===== src/design/itra_pkg.sv =====
`timescale 1ns / 1ps
// ----------------------------------------------------------------------------
// itra_pkg
// Types, constants, control store and helper functions of the integer to
// radix text converter.
// ----------------------------------------------------------------------------
package itra_pkg;

  localparam int VALUE_WIDTH = 64;
  localparam int MAX_CHARS   = VALUE_WIDTH;
  localparam int RADIX_W     = 6;
  localparam int DIGIT_W     = 6;
  localparam int CHAR_W      = 7;
  localparam int DIV_BITS    = 4;
  localparam int DIV_STEPS   = (VALUE_WIDTH + DIV_BITS - 1) / DIV_BITS;
  localparam int QUOT_W      = DIV_STEPS * DIV_BITS;
  localparam int CNT_W       = $clog2(DIV_STEPS);
  localparam int DEPTH_W     = $clog2(MAX_CHARS + 1);
  localparam int PC_W        = 3;

  localparam logic [RADIX_W-1:0] RADIX_MIN   = RADIX_W'(2);
  localparam logic [RADIX_W-1:0] RADIX_MAX   = RADIX_W'(36);
  localparam logic [RADIX_W-1:0] RADIX_RESET = RADIX_W'(10);

  localparam logic [CHAR_W-1:0] CHAR_ZERO  = CHAR_W'(8'h30);
  localparam logic [CHAR_W-1:0] CHAR_A     = CHAR_W'(8'h61);
  localparam logic [CHAR_W-1:0] CHAR_MINUS = CHAR_W'(8'h2D);
  localparam logic [DIGIT_W-1:0] DIGIT_TEN = DIGIT_W'(10);

  typedef enum logic [2:0] {
    OP_NOP,
    OP_LOAD,
    OP_DIV_INIT,
    OP_DIV_STEP,
    OP_PUSH,
    OP_SIGN,
    OP_EMIT
  } op_t;

  typedef enum logic [2:0] {
    C_NONE,
    C_ALWAYS,
    C_DIV_MORE,
    C_MAG_NZ,
    C_MORE_DIGITS
  } cond_t;

  typedef struct packed {
    op_t             op;
    cond_t           cond;
    logic [PC_W-1:0] target;
  } ctrl_word_t;

  localparam logic [PC_W-1:0] PC_LOAD     = PC_W'(0);
  localparam logic [PC_W-1:0] PC_DIV_INIT = PC_W'(1);
  localparam logic [PC_W-1:0] PC_DIV_STEP = PC_W'(2);
  localparam logic [PC_W-1:0] PC_PUSH     = PC_W'(3);
  localparam logic [PC_W-1:0] PC_SIGN     = PC_W'(4);
  localparam logic [PC_W-1:0] PC_EMIT     = PC_W'(5);
  localparam logic [PC_W-1:0] PC_RETURN   = PC_W'(6);

  function automatic ctrl_word_t control_store(input logic [PC_W-1:0] pc);
    ctrl_word_t w;
    case (pc)
      PC_LOAD:     w = '{op: OP_LOAD,     cond: C_NONE,        target: PC_LOAD};
      PC_DIV_INIT: w = '{op: OP_DIV_INIT, cond: C_NONE,        target: PC_LOAD};
      PC_DIV_STEP: w = '{op: OP_DIV_STEP, cond: C_DIV_MORE,    target: PC_DIV_STEP};
      PC_PUSH:     w = '{op: OP_PUSH,     cond: C_MAG_NZ,      target: PC_DIV_INIT};
      PC_SIGN:     w = '{op: OP_SIGN,     cond: C_NONE,        target: PC_LOAD};
      PC_EMIT:     w = '{op: OP_EMIT,     cond: C_MORE_DIGITS, target: PC_EMIT};
      PC_RETURN:   w = '{op: OP_NOP,      cond: C_ALWAYS,      target: PC_LOAD};
      default:     w = '{op: OP_NOP,      cond: C_ALWAYS,      target: PC_LOAD};
    endcase
    return w;
  endfunction

  function automatic logic [RADIX_W-1:0] clamp_radix(input logic [RADIX_W-1:0] r);
    logic [RADIX_W-1:0] e;
    if (r < RADIX_MIN) begin
      e = RADIX_MIN;
    end else if (r > RADIX_MAX) begin
      e = RADIX_MAX;
    end else begin
      e = r;
    end
    return e;
  endfunction

  function automatic logic [CHAR_W-1:0] digit_char(input logic [DIGIT_W-1:0] d);
    logic [CHAR_W-1:0] c;
    if (d >= DIGIT_TEN) begin
      c = CHAR_A + CHAR_W'(d - DIGIT_TEN);
    end else begin
      c = CHAR_ZERO + CHAR_W'(d);
    end
    return c;
  endfunction

endpackage


===== src/design/integer_to_radix_ascii_core.sv =====
`timescale 1ns / 1ps
// ----------------------------------------------------------------------------
// integer_to_radix_ascii_core
// Converts a signed integer to ASCII text in a programmable base, most
// significant character first, with a flag on the final character.
// Each digit takes one setup step, 16 steps of a 4-bit-per-cycle restoring
// divider, and one push onto the digit stack. Then come a sign step, one
// emit step per character, and a return step.
// One transaction is converted at a time; the output register lets the next
// input be taken while the final character still waits.
// Synchronous active-low reset clears the sequencer, output valid, the digit
// stack depth and sets the radix to 10.
// ----------------------------------------------------------------------------
module integer_to_radix_ascii_core
  import itra_pkg::*;
(
  input  logic                      clk,
  input  logic                      rst_n,
  input  logic                      cfg_wr_en,
  input  logic [RADIX_W-1:0]        cfg_wr_data,
  input  logic                      in_valid,
  output logic                      in_stall,
  input  logic signed [63:0]        in_value,
  output logic                      out_valid,
  input  logic                      out_stall,
  output logic [CHAR_W-1:0]         out_char_code,
  output logic                      out_last_char
);

  localparam logic [VALUE_WIDTH-1:0] SIGN_BIT = {1'b1, {(VALUE_WIDTH-1){1'b0}}};

  logic [PC_W-1:0]    pc_r, pc_nxt;
  logic [RADIX_W-1:0] radix_r, radix_nxt;
  logic [QUOT_W-1:0]  quot_r, quot_nxt;
  logic [DIGIT_W-1:0] rem_r, rem_nxt;
  logic [CNT_W-1:0]   cnt_r, cnt_nxt;
  logic               neg_r, neg_nxt;
  logic [DEPTH_W-1:0] depth_r, depth_nxt;
  logic [DIGIT_W-1:0] stack_r [MAX_CHARS];
  logic [DIGIT_W-1:0] stack_nxt [MAX_CHARS];
  logic               out_valid_r, out_valid_nxt;
  logic [CHAR_W-1:0]  out_char_r, out_char_nxt;
  logic               out_last_r, out_last_nxt;

  ctrl_word_t         ctrl;
  logic [RADIX_W-1:0] radix_eff;
  logic               out_free;
  logic               go;
  logic               cond_true;
  logic [VALUE_WIDTH-1:0] x;
  logic [VALUE_WIDTH-1:0] mag;
  logic [QUOT_W-1:0]  div_q;
  logic [DIGIT_W-1:0] div_rem;

  assign ctrl      = control_store(pc_r);
  assign radix_eff = clamp_radix(radix_r);
  assign out_free  = !out_valid_r || !out_stall;
  assign in_stall  = (ctrl.op != OP_LOAD);

  assign x = in_value[VALUE_WIDTH-1:0];

  always_comb begin
    if (x == SIGN_BIT) begin
      mag = SIGN_BIT - VALUE_WIDTH'(1);
    end else if (x[VALUE_WIDTH-1]) begin
      mag = ~x + VALUE_WIDTH'(1);
    end else begin
      mag = x;
    end
  end

  always_comb begin
    logic [DIGIT_W:0]   sh;
    logic [DIGIT_W-1:0] r;
    logic [QUOT_W-1:0]  q;
    r = rem_r;
    q = quot_r;
    for (int k = 0; k < DIV_BITS; k++) begin
      sh = {r, q[QUOT_W-1]};
      q  = {q[QUOT_W-2:0], 1'b0};
      if (sh >= {1'b0, radix_eff}) begin
        sh   = sh - {1'b0, radix_eff};
        q[0] = 1'b1;
      end
      r = sh[DIGIT_W-1:0];
    end
    div_q   = q;
    div_rem = r;
  end

  always_comb begin
    case (ctrl.op)
      OP_LOAD: go = in_valid;
      OP_SIGN: go = !neg_r || out_free;
      OP_EMIT: go = out_free;
      default: go = 1'b1;
    endcase

    case (ctrl.cond)
      C_NONE:        cond_true = 1'b0;
      C_ALWAYS:      cond_true = 1'b1;
      C_DIV_MORE:    cond_true = (cnt_r != CNT_W'(DIV_STEPS - 1));
      C_MAG_NZ:      cond_true = (quot_r != '0);
      C_MORE_DIGITS: cond_true = (depth_r > DEPTH_W'(1));
      default:       cond_true = 1'b0;
    endcase

    if (!go) begin
      pc_nxt = pc_r;
    end else if (cond_true) begin
      pc_nxt = ctrl.target;
    end else begin
      pc_nxt = pc_r + PC_W'(1);
    end
  end

  always_comb begin
    radix_nxt     = cfg_wr_en ? cfg_wr_data : radix_r;
    quot_nxt      = quot_r;
    rem_nxt       = rem_r;
    cnt_nxt       = cnt_r;
    neg_nxt       = neg_r;
    depth_nxt     = depth_r;
    stack_nxt     = stack_r;
    out_valid_nxt = out_valid_r && out_stall;
    out_char_nxt  = out_char_r;
    out_last_nxt  = out_last_r;

    case (ctrl.op)
      OP_LOAD: begin
        if (in_valid) begin
          quot_nxt  = QUOT_W'(mag);
          neg_nxt   = x[VALUE_WIDTH-1];
          depth_nxt = '0;
        end
      end
      OP_DIV_INIT: begin
        rem_nxt = '0;
        cnt_nxt = '0;
      end
      OP_DIV_STEP: begin
        quot_nxt = div_q;
        rem_nxt  = div_rem;
        cnt_nxt  = cnt_r + CNT_W'(1);
      end
      OP_PUSH: begin
        stack_nxt[0] = rem_r;
        for (int i = 1; i < MAX_CHARS; i++) begin
          stack_nxt[i] = stack_r[i-1];
        end
        depth_nxt = depth_r + DEPTH_W'(1);
      end
      OP_SIGN: begin
        if (neg_r && out_free) begin
          out_valid_nxt = 1'b1;
          out_char_nxt  = CHAR_MINUS;
          out_last_nxt  = 1'b0;
        end
      end
      OP_EMIT: begin
        if (out_free) begin
          out_valid_nxt = 1'b1;
          out_char_nxt  = digit_char(stack_r[0]);
          out_last_nxt  = (depth_r == DEPTH_W'(1));
          for (int i = 0; i < MAX_CHARS - 1; i++) begin
            stack_nxt[i] = stack_r[i+1];
          end
          depth_nxt = depth_r - DEPTH_W'(1);
        end
      end
      default: begin
      end
    endcase
  end

  always_ff @(posedge clk) begin
    if (!rst_n) begin
      pc_r        <= PC_LOAD;
      radix_r     <= RADIX_RESET;
      depth_r     <= '0;
      out_valid_r <= 1'b0;
    end else begin
      pc_r        <= pc_nxt;
      radix_r     <= radix_nxt;
      depth_r     <= depth_nxt;
      out_valid_r <= out_valid_nxt;
    end
  end

  always_ff @(posedge clk) begin
    quot_r     <= quot_nxt;
    rem_r      <= rem_nxt;
    cnt_r      <= cnt_nxt;
    neg_r      <= neg_nxt;
    stack_r    <= stack_nxt;
    out_char_r <= out_char_nxt;
    out_last_r <= out_last_nxt;
  end

  assign out_valid     = out_valid_r;
  assign out_char_code = out_char_r;
  assign out_last_char = out_last_r;

endmodule

===== config.mk =====
export PLATFORM = sky130hd
export DESIGN_NAME = integer_to_radix_ascii_core
export DESIGN_NICKNAME = d
export VERILOG_FILES = /design/src/design/itra_pkg.sv /design/src/design/integer_to_radix_ascii_core.sv
export SDC_FILE = /design/constraint.sdc
export NUM_CORES = 1
export LEC_CHECK = 0
export BUFFER_PORTS_ARGS = -buffer_cell sky130_fd_sc_hd__buf_4
export CAP_MARGIN = 20
export CELL_PAD_IN_SITES_DETAIL_PLACEMENT = 1
export CELL_PAD_IN_SITES_GLOBAL_PLACEMENT = 1
export CORE_MARGIN = 1.5
export CORE_UTILIZATION = 49
export DETAILED_ROUTE_END_ITERATION = 8
export PLACE_DENSITY_LB_ADDON = 0.12
export SYNTH_ARGS = -nofsm -noshare
export SYNTH_HDL_FRONTEND = slang
export SYNTH_SLANG_ARGS = --single-unit

===== constraint.sdc =====
create_clock -name clk -period 9.8 [get_ports clk]
set_input_delay 1.96 -clock clk [delete_from_list [all_inputs] [get_ports clk]]
set_output_delay 1.96 -clock clk [all_outputs]
set_load 0.03 [all_outputs]

==> summary.md <==
| Metric | Value |
|---|---|
| Synthesized area | 23500 sq um |
| CP Capture Type | flop |
| Syn Area/Cell | 9.76 sq um |
| Yosys warns | 0 |
| Root Driver | clkbuf_16 |
| Fin. max-slew vios | 0 |
| Initial antenna violation count | 0 |
| Largest stage delay, worst path | 530 ps |
| Min-delay worst type | flop to flop |
| Residual DRC | 0 |
| PwrDens | 331 nW/um^2 |
| CP max-delay cell | o311ai_0 |
| Top delay family on crit path | compound AO/OA/AOI/OAI gates |
| Post-synthesis sequential area ratio | 61.2% |
| Max Root-Sink Buffers | 3 |
| Ys async rst share | 0% |
| Row count | 80 |
| Layout area overhead | 12.2% |
| First-pass GRT wire length | 88500 um |
| Setup TNS | 0 ps |
| Post-DP Area | 24600 sq um |
| Vias in the first global route | 17500 |
| Die Ht | 222 um |
| HPWL Detailed | 33700 um |
| Tmin final | 8920 ps |
| Setup CP Type | flop to flop |
| Fmax | 0.112 GHz |
| Htree depth | 2 |
| DRT Pass-1 Iters | 5 |
| Max-slew headroom | 22.7% |
| Yosys reg bits | 484 |
| RSZ-0062 raised after global routing | false |
| Initial Utilization | 49.4% |
| Ant. Diodes | 0 |
| Num Clock Sinks | 484 |
| Top_reg_cell synth | edfxtp_1 |
| Via/cell ratio | 5.40 |
| Distinct cells, synth | 61 |
| Post-synth EDFFs | 467 |
| Most common cell after layout, fill and taps aside | nand2_1 |
| Die area | 49200 sq um |
| Critical Path AT | 9220 ps |
| GRT Util Overall | 21.7% |
| Cell count after synthesis | 2405 |
| Period utilisation layout | 91.0% |
| Drt wl/cell | 17.0 um |
| Clock Latency Late Sink | 620 ps |
| Final ANT Viol Nets | 0 |
| Die span in x | 222 um |
| Nets | 2566 |
| Final hold violations | 0 |
| Setup crit start kind | flop |
| Drt total wl | 52900 um |
| CTS tree | done |
| CP Max Fanout | 9 |
| Port Buffers | 84 |
| Most frequent cells in the layout | nand2_1, edfxtp_1, buf_4, nor2_1, a21oi_1 |
| Worst-Margin Slew | 1160 ps |
| Largest net degree at the start of global routing | 248 |
| VDD IR max | 229 uV |
| Final setup viols | 0 |
| Setup Fix Bufs, Post-CTS | 0 |
| I/O pin cnt | 85 |
| Status | finished clean |
| Pleak | 10.6 nW |
| Gates resized, CTS repair | 0 |
| Worst-path clk slew | 60 ps |
| Placer Congestion | 0.833 |
| Crit path required time | 10100 ps |
| Via count | 16800 |
| Max-cap check violation count | 0 |
| Starting DRC count in detailed routing | 1109 |
| Num CTS Buffers | 54 |
| Overflow after GRT | 0 |
| Share of layout cells above drive strength 1 | 8.35% |
| Final clock skew | 36.2 ps |
| Non-Filler Cell Area, Final | 26300 sq um |
| Hold Buf Count CTS | 0 |
| Core area | 47500 sq um |
| Syn nets | 2525 |
| Number of buffers and inverters on the critical path | 2 |
power by group:
part	total (mW)	internal (mW)	switching [mW]	leakage, nW
registers	3.22	2.99	0.232	4.39
clock network	1.95	1.12	0.829	0.826
logic	3.54	1.27	2.27	5.42
total	8.71	5.38	3.33	10.6
cell usage after synthesis, drive strengths merged, types with 7 or more instances:
| master | count | area [sq um] |
|---|---|---|
| nand2 | 1179 | 4430 |
| edfxtp | 467 | 14000 |
| clkbuf | 105 | 394 |
| nor2 | 95 | 357 |
| a21oi | 89 | 445 |
| xor2 | 63 | 552 |
| o21ai | 50 | 250 |
| ha | 41 | 513 |
| inv | 27 | 101 |
| nor4 | 21 | 131 |
| o31ai | 21 | 163 |
| dfxtp | 17 | 340 |
| or4 | 16 | 128 |
| xnor2 | 14 | 123 |
| mux2i | 13 | 130 |
| nor3 | 13 | 65.1 |
| nor2b | 12 | 75.1 |
| o41ai | 12 | 124 |
| buf | 11 | 41.3 |
| nand3 | 11 | 55.1 |
| nand4 | 11 | 68.8 |
| or2 | 10 | 65.1 |
| nand2b | 9 | 56.3 |
| or3 | 8 | 50.1 |
| a211oi | 7 | 52.6 |
| and3 | 7 | 43.8 |
| mux2 | 7 | 78.8 |
cell type report:
class,count,area (sq um)
Fill cell,5253,21200
Timing Repair Buffer,101,783
Inverter,28,105
Tap cell,615,769
Clock inverter,35,302
Multi-Input combinational cell,1777,8620
Clock buffer,66,1400
Sequential cell,484,14400
worst register-to-register path: cells and delay by family, from the launching register on:
family	cells	cell delay [ps]
fa+ha+maj	4	1300
mux	1	360
simple gates	9	1920
flops	1	330
buf+inv	2	420
compound gates	18	4280
flip-flops by register name (all words and copies together) (netlist names):
name / cells
radix_r: 6
cnt_r: 4
out_char_code: 7
neg_r: 1
rem_r: 6
out_valid: 1
quot_r: 64
depth_r: 7
pc_r: 3
out_last_char: 1
stack_r: 384
layer usage:
| metal | share of wire [%] | global-route usage (%) | wire [um] |
|---|---|---|---|
| met5 | 0 | 0 | 0 |
| met4 | 1.7 | 5.02 | 898 |
| met3 | 3.2 | 3.47 | 1720 |
| met2 | 49 | 36.3 | 25700 |
| met1 | 46 | 29.8 | 24600 |
cells by family (layout without fill, tap and decap cells):
family,Yosys count,count (layout),synth area share [%]
XOR/XNOR,77,77,2.87
buffers and inverters,144,230,2.30
adder cells (fa/ha/maj),45,45,2.53
AO/OA/AOI/OAI,233,233,6.36
flip-flops,484,484,61.2
multiplexers,20,20,0.890
AND/OR/NAND/NOR,1402,1402,23.9
final timing paths:
path	from	to	slack [ps]	cells past startpoint
min reg2reg	stack_r[11]$_DFFE_PP_	stack_r[5]$_DFFE_PP_	460	0
min	stack_r[11]$_DFFE_PP_	stack_r[5]$_DFFE_PP_	460	0
max	radix_r[3]$_SDFFE_PN1P_	quot_r[0]$_DFFE_PP_	880	34
max reg2reg	radix_r[3]$_SDFFE_PN1P_	quot_r[0]$_DFFE_PP_	880	34
through the flow:
step	hold WS, ps	cells	power (mW)	util (%)	setup WS [ps]
5_1_grt	477	3106	9.33	55.4	22.8
3_3_place_gp	436	3005	6.73	51.8	805
6_report	464	3106	8.71	55.4	880
4_1_cts	464	3106	8.80	55.4	627
2_1_floorplan	426	2405	5.84	-	1930
3_5_place_dp	441	3005	6.81	51.8	691
No activity file was read; power rests on OpenSTA's default activity.
